<file path="src/rtl/utf8_stream_decode_validate_defines.svh">
// Assertion macros for the UTF-8 stream decoder.
`ifndef UTF8_STREAM_DECODE_VALIDATE_DEFINES_SVH
`define UTF8_STREAM_DECODE_VALIDATE_DEFINES_SVH

// Check a property on every rising clock edge outside reset.
`define U8SDV_ASSERT(lbl, prop, msg) \
  lbl: assert property (@(posedge clk_i) disable iff (!rst_ni) (prop)) else $error(msg);

// Check that one condition implies another on the same edge.
`define U8SDV_ASSERT_IMPL(lbl, cond, cons, msg) \
  `U8SDV_ASSERT(lbl, (cond) |-> (cons), msg)

`endif

</file>
<file path="src/rtl/u8sdv_pkg.sv">
// Package: constants, result type and length check for the UTF-8 decoder.
`timescale 1ns / 1ps
package u8sdv_pkg;

  localparam int unsigned ByteW   = 8;
  localparam int unsigned CpW     = 21;
  localparam int unsigned RemW    = 2;
  localparam int unsigned LenW    = 3;
  localparam int unsigned OutDataW = 24;
  localparam int unsigned OutUserW = 3;

  // Lead-byte class boundaries
  localparam logic [ByteW-1:0] LeadAsciiMax = 8'h80;
  localparam logic [ByteW-1:0] LeadContMax  = 8'hC0;
  localparam logic [ByteW-1:0] Lead2Max     = 8'hE0;
  localparam logic [ByteW-1:0] Lead3Max     = 8'hF0;
  localparam logic [ByteW-1:0] Lead4Max     = 8'hF8;

  // Shortest-form limits
  localparam logic [CpW-1:0] Limit1B = 21'h00080;
  localparam logic [CpW-1:0] Limit2B = 21'h00800;
  localparam logic [CpW-1:0] Limit3B = 21'h10000;

  localparam logic [LenW-1:0] Len1 = 3'd1;
  localparam logic [LenW-1:0] Len2 = 3'd2;
  localparam logic [LenW-1:0] Len3 = 3'd3;
  localparam logic [LenW-1:0] Len4 = 3'd4;

  localparam logic [1:0] ContTag = 2'b10;

  typedef struct packed {
    logic           string_ok;
    logic           string_end;
    logic           error;
    logic           char_valid;
    logic [CpW-1:0] code_point;
  } result_t;

  // True when the value uses exactly the number of bytes its size demands.
  function automatic logic length_ok(input logic [CpW-1:0] v, input logic [LenW-1:0] len);
    logic ok;
    if (v < Limit1B) begin
      ok = (len == Len1);
    end else if (v < Limit2B) begin
      ok = (len == Len2);
    end else if (v < Limit3B) begin
      ok = (len == Len3);
    end else begin
      ok = (len == Len4);
    end
    return ok;
  endfunction

endpackage

</file>
<file path="src/rtl/utf8_stream_decode_validate.sv">
// UTF-8 byte stream decoder and validator, top level.
//
// Usage: bytes of a string enter on the s_axis channel, one beat per byte,
// with s_axis_tlast_i high on the last byte of the string. Each byte that
// completes a character, reveals a malformed sequence or ends the string
// gives one beat on m_axis; other bytes give none. m_axis_tlast_o marks the
// beat of the string's last byte, and m_axis_tuser_o[2] then says whether
// the whole string was well formed. After an error the rest of the string
// is dropped silently until its last byte.
// Each result beat is registered in the output stage before it leaves.
// Throughput: one byte per cycle while s_axis_tready_o is high; the decode state
// is one register stage updated by a single pass of logic per byte.
// Reset clears the decode state and empties the output stage.
// The result register is backed by a one-beat skid buffer, so a byte is
// still taken while one result waits; once both hold a beat and the
// receiver stalls, s_axis_tready_o drops until the output moves again.
`timescale 1ns / 1ps
module utf8_stream_decode_validate (
  input  logic                          clk_i,
  input  logic                          rst_ni,
  input  logic                          s_axis_tvalid_i,
  output logic                          s_axis_tready_o,
  input  logic [u8sdv_pkg::ByteW-1:0]   s_axis_tdata_i,   // [7:0] data_byte
  input  logic                          s_axis_tlast_i,   // end_of_string
  output logic                          m_axis_tvalid_o,
  input  logic                          m_axis_tready_i,
  output logic [u8sdv_pkg::OutDataW-1:0] m_axis_tdata_o,  // [20:0] code_point, [23:21] zero
  output logic [u8sdv_pkg::OutUserW-1:0] m_axis_tuser_o,  // [0] char_valid, [1] error,
                                                           // [2] string_ok
  output logic                          m_axis_tlast_o    // string_end
);
  import u8sdv_pkg::*;

  `include "utf8_stream_decode_validate_defines.svh"

  logic [RemW-1:0] rem_q, rem_d;
  logic [LenW-1:0] len_q, len_d;
  logic [CpW-1:0]  acc_q, acc_d;
  logic            err_seen_q, err_seen_d;

  logic            out_valid_q, skid_valid_q;
  result_t         out_q, skid_q;

  logic            accept, pop, has_result;
  logic            err, done, eos;
  logic [CpW-1:0]  shifted;
  logic [ByteW-1:0] b;
  result_t         res;

  assign b   = s_axis_tdata_i;
  assign eos = s_axis_tlast_i;
  assign shifted = {acc_q[CpW-7:0], b[5:0]};

  always_comb begin
    rem_d      = rem_q;
    len_d      = len_q;
    acc_d      = acc_q;
    err_seen_d = err_seen_q;
    err        = 1'b0;
    done       = 1'b0;
    res        = '0;
    if (!err_seen_q) begin
      if (rem_q == '0) begin
        priority if (b < LeadAsciiMax) begin
          res.code_point = {{(CpW-ByteW){1'b0}}, b};
          done = 1'b1;
        end else if (b < LeadContMax) begin
          err = 1'b1;
        end else if (b < Lead2Max) begin
          len_d = Len2;
          rem_d = 2'd1;
          acc_d = {{(CpW-5){1'b0}}, b[4:0]};
        end else if (b < Lead3Max) begin
          len_d = Len3;
          rem_d = 2'd2;
          acc_d = {{(CpW-4){1'b0}}, b[3:0]};
        end else if (b < Lead4Max) begin
          len_d = Len4;
          rem_d = 2'd3;
          acc_d = {{(CpW-3){1'b0}}, b[2:0]};
        end else begin
          err = 1'b1;
        end
      end else if (b[7:6] != ContTag) begin
        err = 1'b1;
      end else begin
        acc_d = shifted;
        rem_d = rem_q - 2'd1;
        if (rem_q == 2'd1) begin
          if (length_ok(shifted, len_q)) begin
            res.code_point = shifted;
            done = 1'b1;
          end else begin
            err = 1'b1;
          end
        end
      end
      // cut off by the end of the string
      if (!err && eos && rem_d != '0) begin
        err = 1'b1;
      end
    end
    if (err) begin
      err_seen_d = 1'b1;
      rem_d      = '0;
      len_d      = '0;
      acc_d      = '0;
    end
    if (done) begin
      len_d = '0;
      acc_d = '0;
    end
    if (eos) begin
      err_seen_d = 1'b0;
      rem_d      = '0;
      len_d      = '0;
      acc_d      = '0;
    end
    res.char_valid = done;
    res.error      = err;
    res.string_end = eos;
    res.string_ok  = eos & ~err_seen_q & ~err;
  end

  assign has_result = done | err | eos;
  assign accept     = s_axis_tvalid_i & s_axis_tready_o;
  assign pop        = out_valid_q & m_axis_tready_i;
  assign s_axis_tready_o = ~skid_valid_q;

  always_ff @(posedge clk_i or negedge rst_ni) begin
    if (!rst_ni) begin
      rem_q      <= '0;
      len_q      <= '0;
      acc_q      <= '0;
      err_seen_q <= 1'b0;
    end else if (accept) begin
      rem_q      <= rem_d;
      len_q      <= len_d;
      acc_q      <= acc_d;
      err_seen_q <= err_seen_d;
    end
  end

  always_ff @(posedge clk_i or negedge rst_ni) begin
    if (!rst_ni) begin
      out_valid_q  <= 1'b0;
      skid_valid_q <= 1'b0;
    end else if (skid_valid_q) begin
      if (pop) begin
        skid_valid_q <= 1'b0;
      end
    end else if (accept && has_result) begin
      if (out_valid_q && !pop) begin
        skid_valid_q <= 1'b1;
      end else begin
        out_valid_q <= 1'b1;
      end
    end else if (pop) begin
      out_valid_q <= 1'b0;
    end
  end

  // payload: refill the result register from the skid, else take the new beat
  always_ff @(posedge clk_i) begin
    if (skid_valid_q) begin
      if (pop) begin
        out_q <= skid_q;
      end
    end else if (accept && has_result) begin
      if (out_valid_q && !pop) begin
        skid_q <= res;
      end else begin
        out_q <= res;
      end
    end
  end

  assign m_axis_tvalid_o = out_valid_q;
  assign m_axis_tdata_o  = {{(OutDataW-CpW){1'b0}}, out_q.code_point};
  assign m_axis_tuser_o  = {out_q.string_ok, out_q.error, out_q.char_valid};
  assign m_axis_tlast_o  = out_q.string_end;

  `U8SDV_ASSERT_IMPL(a_skid_behind_out, skid_valid_q, out_valid_q,
                     "skid buffer full while result register empty")
  `U8SDV_ASSERT_IMPL(a_len_tracks_rem, rem_q != '0, len_q > {1'b0, rem_q},
                     "sequence length not above bytes still expected")
  `U8SDV_ASSERT_IMPL(a_drop_no_pending, err_seen_q, rem_q == '0 && acc_q == '0,
                     "sequence still pending while dropping after an error")
  `U8SDV_ASSERT(a_eos_clears, accept && eos |=> (rem_q == '0 && !err_seen_q),
                "decode state not cleared after end of string")

endmodule
</file>
<file path="config.mk">
export PLATFORM = sky130hd
export DESIGN_NAME = utf8_stream_decode_validate
export DESIGN_NICKNAME = d
export VERILOG_FILES = /design/src/rtl/u8sdv_pkg.sv /design/src/rtl/utf8_stream_decode_validate.sv
export VERILOG_INCLUDE_DIRS = /design/src /design/src/rtl
export SDC_FILE = /design/constraint.sdc
export NUM_CORES = 1
export LEC_CHECK = 0
export ABC_AREA = 1
export CAP_MARGIN = 5
export CORE_MARGIN = 2
export CORE_UTILIZATION = 54
export DETAILED_ROUTE_END_ITERATION = 12
export DONT_BUFFER_PORTS = 1
export PLACE_DENSITY = 0.79
export SLEW_MARGIN = 20
export SYNTH_ARGS = -nofsm -noshare
export SYNTH_HDL_FRONTEND = slang
export SYNTH_SLANG_ARGS = --single-unit
</file>
<file path="constraint.sdc">
create_clock -name clk_i -period 5.25 [get_ports clk_i]
set_input_delay 1.05 -clock clk_i [delete_from_list [all_inputs] [get_ports clk_i]]
set_output_delay 1.05 -clock clk_i [all_outputs]
set_load 0.01 [all_outputs]
</file>
==> results.cfg <==
[outcome]
status = completed

[critical_path]
critPathMaxFanout = 25
crit_type = reg2reg
cp-endpoint = skid_q[19]
cp_data_arrival_time_ns = 3.34
required_ns = 5.23
rrSetupSlack_ns = 1.89
r2r-start = rem_q[0]
ff2ff_path_depth = 14
crit_path_start = rem_q[0]
r2r-end = skid_q[19]
start_kind = flip-flop
worst_setup_path_end_kind = flip-flop

[route]
drt-total-wl_mm = 6.459
wl_per_cell_um = 14.51
viasPerCell = 5.467
first_iter_violations = 184
drcViolationCount = 0
firstDrtPassIters = 5
ant_nets = 0
vias = 2433

[power_and_ir_drop]
ir_worst_vdd_uv = 327.9
powerDensity_nw_per_um2 = 536.3
p_leak_nw = 1.627

[run]
max_cap_viol_count = 0

[timing]
rsz0062_at_grt = no
tightest_slew_ns = 0.7666
hold_violations = 0
min_period_ns = 3.359
drv_slew = 0
max_freq_mhz = 297.7
setup_slack_ns = 1.891
finalSetupTns_ns = 0
slew_headroom_pct = 48.89
min_period_over_period_pct = 63.99
setup_violations = 0
clock_skew_ns = 0.008000

[synthesis]
synth-seq-cells = 73
ys_top_cells_by_count = 92 x nand2_1, 50 x edfxtp_1, 45 x inv_1
ys_types = 31
synth-edff-count = 50
yosys_warnings = 0
synth_top_area_share_pct = 42.57
synth.avg_cell_area_um2 = 9.690
ys_async_sr_fraction_pct = 31.51
yosysSeqAreaShare_pct = 58.89
synth_cells = 364
yosys.area.top_type = edfxtp_1
synth_area_um2 = 3527
synthTopCellsByArea = edfxtp_1 43%, dfrtp_1 16%, nand2_1 9.8%
synth.most_common_cell = nand2_1
synth_ff_type = edfxtp_1

[global_routing]
grt_usage_pct = 19.37
grt-ovfl-total = 0
grt_max_degree = 39
grt_pass1_vias = 2265
antenna_found_initial = 0
grt_pass1_wl_mm = 10.65

[min_path]
min_path_type = in2async

[cts]
cts-root-buf = clkbuf_8
clk_latency_ns = 0.35
clk_pin_slew_ns = 0.08
cts_tree = done
hold_buffers = 0
cts_sinks = 73
cts_resized = 0
cts_made_buffers = 9
cts_setup_buffers = 0
clockBufferDepth = 2
cts-htree-levels = 3

[layout]
layout.nets = 378
fin_util_pct = 59.57
n_fill_cell = 513
final_layout_size_suffix_gt1_share_pct = 15.49
diodes = 0
area_delta_synth_final_pct = 7.237

[die]
start_util_pct = 55.55
ioPinCount = 43
die_area_um2 = 7194
num_rows = 29
core-area_um2 = 6350
die_y_um = 84.82
die-width_um = 84.82

[placed_design]
portBuffers = 0
pre_cts_ws_ns = 1.579
hpwl_mm = 4.544
gp_congestion = 1.012
==> power breakdown <==
group	internal, mW	leakage (nW)	switching, mW
registers	0.824	0.788	0.108
clock network	0.267	0.107	0.214
logic	0.167	0.732	0.448
total	1.26	1.63	0.769
==> metrics by stage <==
stage / std cells / power [mW] / hold WS, ns / area (µm²)
finish: 445 / 2.029 / 0.3870 / 3782
global route: 445 / 2.146 / 0.3664 / 3782
CTS: 444 / 2.014 / 0.3717 / 3750
detailed placement: 428 / 1.537 / 0.4821 / 3532
floorplan: 366 / 1.455 / 0.4491 / 3535
global placement: 428 / 1.519 / 0.4739 / 3532
==> final cells by class <==
cell class / count / area (µm²) / area share (%)
Timing Repair Buffer: 3 / 42.54 / 1.125
Multi-Input combinational cell: 228 / 1166 / 30.83
Sequential cell: 73 / 2077 / 54.91
Tap cell: 77 / 96.34 / 2.547
Inverter: 48 / 182.7 / 4.830
Clock inverter: 7 / 93.84 / 2.481
Clock buffer: 9 / 123.9 / 3.275
==> worst min-delay path by stage <==
stage	end	slack, ns	depth (start not counted)
after floorplan	len_q[1]	0.45	2
after global placement	len_q[1]	0.47	2
after detailed placement	len_q[2]	0.48	2
after CTS	err_seen_q	0.37	0
after global routing	m_axis_tvalid_o	0.37	0
final	err_seen_q	0.39	0
==> worst max-delay path, stage by stage, from the launching register on <==
cell and delay (ns):
dfrtp_1 0.41, inv_1 0.11, ha_1 0.66, inv_1 0.23, a21oi_1 0.20, o21ai_2 0.07
nand2_1 0.09, nor2_1 0.05, nor2_1 0.13, a21oi_2 0.05, nand2_2 0.11, nand2_4 0.08
nand3_2 0.12, nand2_1 0.16, nor2_4 0.53
==> registers in the layout (all words and copies together), names as in the netlist, 2 cells and up <==
signal / count
acc_q: 15
len_q: 3
m_axis_tdata_o: 21
m_axis_tuser_o: 3
rem_q: 2
skid_q: 25
==> layer usage <==
layer | GRT usage, % | share of wire (%) | up-vias
met3 | 5.837 | 5.5 | 14
met1 | 25.38 | 44 | 1154
li1 | - | - | 1180
met4 | 10.39 | 2.4 | 0
met2 | 29.21 | 48 | 85
met5 | 0 | 0 | -
==> logic make-up (layout without fill, tap and decap cells) <==
kind of cell               count (synthesis)  after routing  synth area share [%]
AOI/OAI and AO/OA                         43             43                 7.663
xor gates and xnor gates                   1              1                0.2484
adders and majority gates                  2              2                0.7094
buffers and inverters                     65             67                 8.904
DFF                                       73             73                 58.89
muxes                                      2              2                0.6385
other                                      1              3                0.1063
and+or+nand+nor                          177            177                 22.84
==> layout by cell type, fill, tap and decap left out, drive strengths merged <==
master and n:
dfrtp 23, nand3 29, buf 3, xor2 1, bufinv 2, nand4 2
nand2 96, clkinvlp 1, a21oi 15, o211ai 1, edfxtp 50, o21ai 27
nor4 4, mux2 2, nor3 8, ha 2, conb 3, clkinv 4
nor2 38, inv 48, clkbuf 9
No activity file was read; power rests on OpenSTA's default activity.
